File: config.mk
export PLATFORM = sky130hd
export DESIGN_NAME = quadratic_bezier_flattener_flat
export DESIGN_NICKNAME = d
export VERILOG_FILES = /design/src/bzf_pkg.sv /design/src/bzf_if.sv /design/src/quadratic_bezier_flattener.sv /design/src/flat_wrapper.sv
export SDC_FILE = /design/constraint.sdc
export NUM_CORES = 2
export LEC_CHECK = 0
export ABC_AREA = 1
export ABC_CLOCK_PERIOD_IN_PS = 17740
export CAP_MARGIN = 25
export CORE_MARGIN = 4
export CORE_UTILIZATION = 25
export DETAILED_ROUTE_END_ITERATION = 6
export DONT_BUFFER_PORTS = 1
export MAX_ROUTING_LAYER = met4
export PLACE_DENSITY_LB_ADDON = 0.15
export RECOVER_POWER = 25
export SYNTH_ARGS = -nofsm -noshare
export SYNTH_HDL_FRONTEND = slang
export SYNTH_SLANG_ARGS = --single-unit
export TNS_END_PERCENT = 1
File: constraint.sdc
create_clock -name i_clk -period 17.74 [get_ports i_clk]
set_input_delay 2.661 -clock i_clk [delete_from_list [all_inputs] [get_ports i_clk]]
set_output_delay 2.661 -clock i_clk [all_outputs]
set_load 0.01 [all_outputs]
File: src/bzf_pkg.sv
// ----------------------------------------------------------------------------
// bzf_pkg
// Shared types and constants for the quadratic Bezier flattener.
// ----------------------------------------------------------------------------
package bzf_pkg;

    localparam int SEGMENTS = 24;
    localparam int COORD_W  = 11;
    localparam int STEP_W   = 7;

    localparam int DIV      = SEGMENTS * SEGMENTS;
    localparam int W_W      = $clog2(DIV + 1);
    localparam int PROD_W   = COORD_W + W_W + 1;
    localparam int SUM_W    = PROD_W + 2;
    localparam int QM_W     = COORD_W + 1;

    // floor(2^SUM_W / DIV): quotient estimate is exact or one low
    localparam longint unsigned RECIP   = (64'd1 << SUM_W) / DIV;
    localparam int              RECIP_W = $clog2(RECIP + 1);
    localparam int              MUL_W   = SUM_W + RECIP_W;

    typedef logic signed [COORD_W-1:0] t_coord;
    typedef logic        [STEP_W-1:0]  t_step;
    typedef logic        [W_W-1:0]     t_weight;

    typedef struct packed {
        t_weight w0;
        t_weight w1;
        t_weight w2;
    } t_weights;

    function automatic t_weights weights_of(input t_step s);
        t_weight  rw;
        t_weight  sw;
        t_weights w;
        rw   = t_weight'(SEGMENTS - int'(s));
        sw   = t_weight'(s);
        w.w0 = rw * rw;
        w.w1 = t_weight'((rw * sw) << 1);
        w.w2 = sw * sw;
        return w;
    endfunction

endpackage

File: src/bzf_if.sv
// ----------------------------------------------------------------------------
// bzf_if
// Valid/ready channels of the Bezier flattener: curve in, segment out.
// ----------------------------------------------------------------------------
interface bzf_in_if;
    import bzf_pkg::*;

    logic   valid;
    logic   ready;
    t_coord start_x;
    t_coord start_y;
    t_coord ctrl_x;
    t_coord ctrl_y;
    t_coord end_x;
    t_coord end_y;

    modport source (output valid, start_x, start_y, ctrl_x, ctrl_y, end_x, end_y,
                    input ready);
    modport sink   (input valid, start_x, start_y, ctrl_x, ctrl_y, end_x, end_y,
                    output ready);
endinterface

interface bzf_out_if;
    import bzf_pkg::*;

    logic   valid;
    logic   ready;
    t_coord seg_from_x;
    t_coord seg_from_y;
    t_coord seg_to_x;
    t_coord seg_to_y;
    t_step  step_index;
    logic   last_segment;

    modport source (output valid, seg_from_x, seg_from_y, seg_to_x, seg_to_y,
                    step_index, last_segment, input ready);
    modport sink   (input valid, seg_from_x, seg_from_y, seg_to_x, seg_to_y,
                    step_index, last_segment, output ready);
endinterface

File: src/quadratic_bezier_flattener.sv
// ----------------------------------------------------------------------------
// quadratic_bezier_flattener
// Splits a quadratic Bezier curve into SEGMENTS line segments at uniform
// steps, each point computed exactly and truncated toward zero.
//
//   channel  dir  words per curve   contents
//   i_in     in   1                 start, control, end point
//   o_out    out  SEGMENTS          from point, to point, step, last flag
//
// One output word per cycle while o_out is not stalled, as the step
// sequencer issues one step per cycle unless stalled. The next curve is
// taken during the last step of the current one. Reset clears the
// sequencer and all stage valids. A stall on o_out freezes the whole
// pipeline; nothing is dropped or repeated.
// ----------------------------------------------------------------------------
module quadratic_bezier_flattener (
    input  logic      i_clk,
    input  logic      i_rst_n,
    bzf_in_if.sink    i_in,
    bzf_out_if.source o_out
);
    import bzf_pkg::*;

    typedef logic signed [PROD_W-1:0] t_prod;
    typedef logic        [SUM_W-1:0]  t_mag;
    typedef logic        [QM_W-1:0]   t_qm;

    logic en;
    logic issue;
    logic seq_last;
    logic accept;

    // step sequencer
    logic   r_busy;
    t_step  r_step;
    t_coord r_sq_p0 [2];
    t_coord r_sq_c  [2];
    t_coord r_sq_p1 [2];

    // stage 1: weights
    logic     r_s1_vld;
    t_weights r_s1_w;
    t_coord   r_s1_p0 [2];
    t_coord   r_s1_c  [2];
    t_coord   r_s1_p1 [2];
    t_step    r_s1_step;
    logic     r_s1_last;

    // stage 2: products
    logic   r_s2_vld;
    t_prod  r_s2_m0 [2];
    t_prod  r_s2_m1 [2];
    t_prod  r_s2_m2 [2];
    t_coord r_s2_st [2];
    t_step  r_s2_step;
    logic   r_s2_last;

    // stage 3: sum, sign and magnitude
    logic   r_s3_vld;
    logic   r_s3_neg [2];
    t_mag   r_s3_mag [2];
    t_coord r_s3_st  [2];
    t_step  r_s3_step;
    logic   r_s3_last;

    // stage 4: reciprocal multiply
    logic   r_s4_vld;
    logic   r_s4_neg [2];
    t_mag   r_s4_mag [2];
    t_qm    r_s4_q   [2];
    t_coord r_s4_st  [2];
    t_step  r_s4_step;
    logic   r_s4_last;

    // stage 5: quotient correction
    logic   r_s5_vld;
    t_coord r_s5_pt [2];
    t_coord r_s5_st [2];
    t_step  r_s5_step;
    logic   r_s5_last;

    // output register
    logic   r_out_vld;
    t_coord r_out_from [2];
    t_coord r_out_to   [2];
    t_step  r_out_step;
    logic   r_out_last;
    t_coord r_prev     [2];

    t_weights n_w;
    t_prod    n_m0 [2];
    t_prod    n_m1 [2];
    t_prod    n_m2 [2];
    t_prod    n_sum_dummy;
    logic signed [SUM_W-1:0] n_sum [2];
    t_mag     n_mag [2];
    logic [MUL_W-1:0] n_mul [2];
    t_qm      n_q   [2];
    t_mag     n_rem [2];
    t_qm      n_qc  [2];
    t_coord   n_pt  [2];
    t_coord   n_from [2];

    assign en       = !r_out_vld || o_out.ready;
    assign issue    = en && r_busy;
    assign seq_last = (r_step == t_step'(SEGMENTS));
    assign i_in.ready = !r_busy || (issue && seq_last);
    assign accept   = i_in.valid && i_in.ready;

    assign n_w         = weights_of(r_step);
    assign n_sum_dummy = '0;

    always_comb begin
        for (int l = 0; l < 2; l++) begin
            n_m0[l] = t_prod'(r_s1_p0[l]) * t_prod'($signed({1'b0, r_s1_w.w0}));
            n_m1[l] = t_prod'(r_s1_c[l])  * t_prod'($signed({1'b0, r_s1_w.w1}));
            n_m2[l] = t_prod'(r_s1_p1[l]) * t_prod'($signed({1'b0, r_s1_w.w2}));

            n_sum[l] = SUM_W'(r_s2_m0[l]) + SUM_W'(r_s2_m1[l]) + SUM_W'(r_s2_m2[l])
                     + SUM_W'(n_sum_dummy);
            n_mag[l] = n_sum[l][SUM_W-1] ? t_mag'(-n_sum[l]) : t_mag'(n_sum[l]);

            n_mul[l] = MUL_W'(r_s3_mag[l]) * MUL_W'(RECIP);
            n_q[l]   = QM_W'(n_mul[l] >> SUM_W);

            n_rem[l] = r_s4_mag[l] - (t_mag'(r_s4_q[l]) * t_mag'(DIV));
            n_qc[l]  = (n_rem[l] >= t_mag'(DIV)) ? r_s4_q[l] + t_qm'(1) : r_s4_q[l];
            n_pt[l]  = r_s4_neg[l] ? COORD_W'(-n_qc[l]) : COORD_W'(n_qc[l]);

            n_from[l] = (r_s5_step == t_step'(1)) ? r_s5_st[l] : r_prev[l];
        end
    end

    // control
    always_ff @(posedge i_clk) begin
        if (!i_rst_n) begin
            r_busy    <= 1'b0;
            r_step    <= '0;
            r_s1_vld  <= 1'b0;
            r_s2_vld  <= 1'b0;
            r_s3_vld  <= 1'b0;
            r_s4_vld  <= 1'b0;
            r_s5_vld  <= 1'b0;
            r_out_vld <= 1'b0;
        end else begin
            if (accept) begin
                r_busy <= 1'b1;
                r_step <= t_step'(1);
            end else if (issue && seq_last) begin
                r_busy <= 1'b0;
            end else if (issue) begin
                r_step <= r_step + t_step'(1);
            end
            if (en) begin
                r_s1_vld  <= r_busy;
                r_s2_vld  <= r_s1_vld;
                r_s3_vld  <= r_s2_vld;
                r_s4_vld  <= r_s3_vld;
                r_s5_vld  <= r_s4_vld;
                r_out_vld <= r_s5_vld;
            end
        end
    end

    // datapath
    always_ff @(posedge i_clk) begin
        if (accept) begin
            r_sq_p0[0] <= i_in.start_x;
            r_sq_p0[1] <= i_in.start_y;
            r_sq_c[0]  <= i_in.ctrl_x;
            r_sq_c[1]  <= i_in.ctrl_y;
            r_sq_p1[0] <= i_in.end_x;
            r_sq_p1[1] <= i_in.end_y;
        end
        if (en) begin
            r_s1_w    <= n_w;
            r_s1_step <= r_step;
            r_s1_last <= seq_last;
            r_s2_step <= r_s1_step;
            r_s2_last <= r_s1_last;
            r_s3_step <= r_s2_step;
            r_s3_last <= r_s2_last;
            r_s4_step <= r_s3_step;
            r_s4_last <= r_s3_last;
            r_s5_step <= r_s4_step;
            r_s5_last <= r_s4_last;
            for (int l = 0; l < 2; l++) begin
                r_s1_p0[l]  <= r_sq_p0[l];
                r_s1_c[l]   <= r_sq_c[l];
                r_s1_p1[l]  <= r_sq_p1[l];
                r_s2_m0[l]  <= n_m0[l];
                r_s2_m1[l]  <= n_m1[l];
                r_s2_m2[l]  <= n_m2[l];
                r_s2_st[l]  <= r_s1_p0[l];
                r_s3_neg[l] <= n_sum[l][SUM_W-1];
                r_s3_mag[l] <= n_mag[l];
                r_s3_st[l]  <= r_s2_st[l];
                r_s4_neg[l] <= r_s3_neg[l];
                r_s4_mag[l] <= r_s3_mag[l];
                r_s4_q[l]   <= n_q[l];
                r_s4_st[l]  <= r_s3_st[l];
                r_s5_pt[l]  <= n_pt[l];
                r_s5_st[l]  <= r_s4_st[l];
            end
            if (r_s5_vld) begin
                r_out_step <= r_s5_step;
                r_out_last <= r_s5_last;
                for (int l = 0; l < 2; l++) begin
                    r_out_from[l] <= n_from[l];
                    r_out_to[l]   <= r_s5_pt[l];
                    r_prev[l]     <= r_s5_pt[l];
                end
            end
        end
    end

    assign o_out.valid        = r_out_vld;
    assign o_out.seg_from_x   = r_out_from[0];
    assign o_out.seg_from_y   = r_out_from[1];
    assign o_out.seg_to_x     = r_out_to[0];
    assign o_out.seg_to_y     = r_out_to[1];
    assign o_out.step_index   = r_out_step;
    assign o_out.last_segment = r_out_last;

endmodule
File: src/flat_wrapper.sv
// flat-port wrapper written by rule: the top's interface ports become plain ports
module quadratic_bezier_flattener_flat import bzf_pkg::*;
  (i_clk, i_rst_n, i_in_valid, i_in_start_x, i_in_start_y, i_in_ctrl_x, i_in_ctrl_y, i_in_end_x, i_in_end_y, i_in_ready, o_out_valid, o_out_seg_from_x, o_out_seg_from_y, o_out_seg_to_x, o_out_seg_to_y, o_out_step_index, o_out_last_segment, o_out_ready);
  bzf_in_if i_in_i ();
  bzf_out_if o_out_i ();
  input  logic i_clk;
  input  logic i_rst_n;
  input wire logic [$bits(i_in_i.valid)-1:0] i_in_valid;
  input wire logic [$bits(i_in_i.start_x)-1:0] i_in_start_x;
  input wire logic [$bits(i_in_i.start_y)-1:0] i_in_start_y;
  input wire logic [$bits(i_in_i.ctrl_x)-1:0] i_in_ctrl_x;
  input wire logic [$bits(i_in_i.ctrl_y)-1:0] i_in_ctrl_y;
  input wire logic [$bits(i_in_i.end_x)-1:0] i_in_end_x;
  input wire logic [$bits(i_in_i.end_y)-1:0] i_in_end_y;
  output wire logic [$bits(i_in_i.ready)-1:0] i_in_ready;
  output wire logic [$bits(o_out_i.valid)-1:0] o_out_valid;
  output wire logic [$bits(o_out_i.seg_from_x)-1:0] o_out_seg_from_x;
  output wire logic [$bits(o_out_i.seg_from_y)-1:0] o_out_seg_from_y;
  output wire logic [$bits(o_out_i.seg_to_x)-1:0] o_out_seg_to_x;
  output wire logic [$bits(o_out_i.seg_to_y)-1:0] o_out_seg_to_y;
  output wire logic [$bits(o_out_i.step_index)-1:0] o_out_step_index;
  output wire logic [$bits(o_out_i.last_segment)-1:0] o_out_last_segment;
  input wire logic [$bits(o_out_i.ready)-1:0] o_out_ready;
  assign i_in_i.valid = i_in_valid;
  assign i_in_i.start_x = i_in_start_x;
  assign i_in_i.start_y = i_in_start_y;
  assign i_in_i.ctrl_x = i_in_ctrl_x;
  assign i_in_i.ctrl_y = i_in_ctrl_y;
  assign i_in_i.end_x = i_in_end_x;
  assign i_in_i.end_y = i_in_end_y;
  assign i_in_ready = i_in_i.ready;
  assign o_out_valid = o_out_i.valid;
  assign o_out_seg_from_x = o_out_i.seg_from_x;
  assign o_out_seg_from_y = o_out_i.seg_from_y;
  assign o_out_seg_to_x = o_out_i.seg_to_x;
  assign o_out_seg_to_y = o_out_i.seg_to_y;
  assign o_out_step_index = o_out_i.step_index;
  assign o_out_last_segment = o_out_i.last_segment;
  assign o_out_i.ready = o_out_ready;
  quadratic_bezier_flattener u_core (.i_clk(i_clk), .i_rst_n(i_rst_n), .i_in(i_in_i), .o_out(o_out_i));
endmodule
==> results.tsv <==
metric	value	unit
Max clock buf depth	3	
pins over their slew limit	68	
Critical Path Fanout Max	67	
area used by multi-input combinational logic	39890	um2
post-CTS setup buffers	0	
FF-to-FF End	u_core.r_s2_m0[0][43]	
# hold bufs at CTS	0	
period utilization	47.71	%
CTS H-tree lvls	3	
Max Clock Skew	0.03926	ns
outcome	complete, but fails checks	
GRT overflow	0	
# setup viols final	0	
initial antenna violation count	29	
Initial DRC Count	2187	
CTS sink count	613	
setup TNS	0	ns
Post-synth top cells	inv_1, nand2_1, fa_1	
Detail Placement HPWL	138200	um
drt pass-1 iters	5	
Seq cells post-synth	613	
Period minus WS final	8.463	ns
post-layout util	27.79	%
Startpoint Class	flip-flop	
GPL Wtd Cong	0.8388	
CTS buffer count	76	
Hold Crit Depth	0	
largest family of logic cells by synthesized area	adder cells	
final WL	169600	um
Post-Syn Instances	6925	
antenna viol nets, final	0	
vias in the first global route	46300	
CP Class	reg -> reg	
Max Cap Viol	1	
Clock Pin Slew Worst Setup and Hold Paths	0.07	ns
post-synthesis mux area share	0.3786	%
sequential cell area	18270	um2
most frequent cell after synthesis	inv_1	
final hold violations	0	
fin nets	8532	
synth warn	0	
I/O Pins	124	
Required @ worst endpoint	18.18	ns
floorplan row count	187	
RR Startpoint	u_core.r_s1_step[0]	
Post-synth top flop	edfxtp_1	
Gates resized, CTS repair	0	
clock root buffer	clkbuf_16	
Min-Delay Endpoint	u_core.r_s1_p1[0][0]	
drt drc	0	
port bufs	0	
share of post-route cells with drive strength above 1	3.763	%
Synth cell types	67	
Post-synth EDFFs	599	
Hold Crit Class	reg -> reg	
worst slew pin tran	4.920	ns
height of the die	519.6	um
pin count of the biggest net entering global routing	131	
overall global routing resource usage	13.08	%
routed via count	43400	
register area share after synthesis	27.92	%
CORE AREA	259900	um2
critical path capture point type	flip-flop	
Die ar.	270000	um2
r2r worst-path depth	20	
Synth Area in Adders	39.16	%
Die W	519.6	um
synth top area cells	edfxtp_1, fa_1, ha_1, inv_1, nand2_1	
Avg WL per Cell	16.20	um
CTS tree	done	
Synth Area in Compound Gates	4.637	%
syn_area_per_cell	9.448	um2
Netlist Area Pre-Place	65430	um2
global-route wire length before repair	268900	um
Skew-Pair Late Insertion Delay	0.72	ns
xor-xnor portion of the synthesized cell area	4.574	%
# fillers	27500	
CP arrival	8.90	ns
r2r setup slk	9.28	ns
Yosys top cell by area	edfxtp_1	
routed vias/inst	4.146	
simple-gate share of the synthesized area	12.16	%
Max Clk Rate	118.2	MHz
Max-Slew Margin vs Limit	-228.0	%
Layout area overhead	10.42	%
hold path start	u_core.r_sq_p1[0][0]	
Starting Density	25.17	%
unrepaired setup endpoints after global routing	no	
asr flop ratio synth	0	%
post-synth top area share	27.49	%
failing checks	capacitance limit, slew limit	
[registers in the layout, summed over array words and instances (netlist names), 23 cells and up]
register	cells
u_core.r_s2_m2	44
u_core.r_s2_m1	42
u_core.r_s3_mag	48
u_core.r_s2_m0	44
u_core.r_s4_q	24
u_core.r_s4_mag	36
u_core.r_s1_w	23
[cells in the final DEF (no fill, tap or decap), types with 7 or more instances in the layout]
cell and n:
buf_4 20, nand3_1 167, o211ai_1 9, diode_2 10, clkinv_4 7, inv_1 1793
clkbuf_1 15, clkinv_1 10, a21boi_0 7, fa_1 810, edfxtp_1 599, nand2_1 1296
inv_2 8, a21o_1 19, xnor2_1 117, xor2_1 221, nor2_1 241, o21ai_1 8
nand2_2 32, o21ai_0 131, clkinv_2 12, clkbuf_16 76, dfxtp_1 14, conb_1 8
o21bai_1 27, nand4_1 52, nor2_2 11, nor3_1 46, mux2_2 22, a21oi_1 282
a31oi_1 19, bufinv_16 10, nand3b_1 12, ha_1 752
[how the worst max path moves through the flow]
stage	startpoint	endpoint	slack, ns
floorplan	o_out_ready	u_core.r_step[6]	3.93
global placement	u_core.r_s1_w[23]	u_core.r_s2_m0[0][43]	11.38
detailed placement	u_core.r_s1_w[16]	u_core.r_s2_m1[0][41]	11.34
CTS	u_core.r_s1_w[16]	u_core.r_s2_m1[0][41]	11.30
global route	u_core.r_s1_step[0]	u_core.r_s2_m0[0][43]	8.32
finish	u_core.r_s1_step[0]	u_core.r_s2_m0[0][43]	9.28
[worst max-delay path, stage by stage, from the launching register on]
cell,delay [ns]
edfxtp_1,0.34
clkbuf_1,3.42
nand2_1,0.10
inv_1,0.54
fa_1,0.48
inv_1,0.08
fa_1,0.40
inv_1,0.09
fa_1,0.39
ha_1,0.38
a21oi_1,0.17
o21ai_0,0.09
o21bai_1,0.19
a21boi_0,0.36
o21ai_0,0.20
a21boi_0,0.33
o21ai_0,0.20
nand2_1,0.10
nand2_1,0.05
a21oi_1,0.15
xnor2_1,0.08
[area by class of cell]
type | instances | share of cell area, %
Tap cell | 3496 | 6.055
Inverter | 1804 | 9.387
Clock inverter | 53 | 0.9577
Multi-Input combinational cell | 4376 | 55.22
Antenna cell | 10 | 0.03464
Sequential cell | 613 | 25.29
Clock buffer | 87 | 2.717
Timing Repair Buffer | 29 | 0.3429
[through the flow]
stage	setup slack (ns)	area (um2)	std cells	hold slack, ns
6_report	9.277	72240	10470	0.3960
5_1_grt	8.323	72240	10470	0.4026
4_1_cts	11.30	72200	10460	0.3889
3_5_place_dp	11.34	69540	10320	0.4045
3_3_place_gp	11.38	69540	10320	0.4015
2_1_floorplan	3.930	65460	6932	0.4003
[per-layer routing]
layer  vias up  wire (um)  GRT usage (%)
met4         0       3152          2.531
met3       166       6428          1.936
li1      21300          -              -
met2       631      74760          19.93
met1     21310      85220          18.53
met5         -          0              -
[cells by family after synthesis]
| logic type | Yosys count |
|---|---|
| xor+xnor | 340 |
| fa+ha+maj | 1562 |
| other cells | 1 |
| compound gates | 542 |
| buf+inv | 1943 |
| mux | 22 |
| flops | 613 |
| simple gates | 1902 |
Power is left out: the tool's default activity adds up to more than one toggle a clock period on the data nets, which glitch-free logic cannot reach.
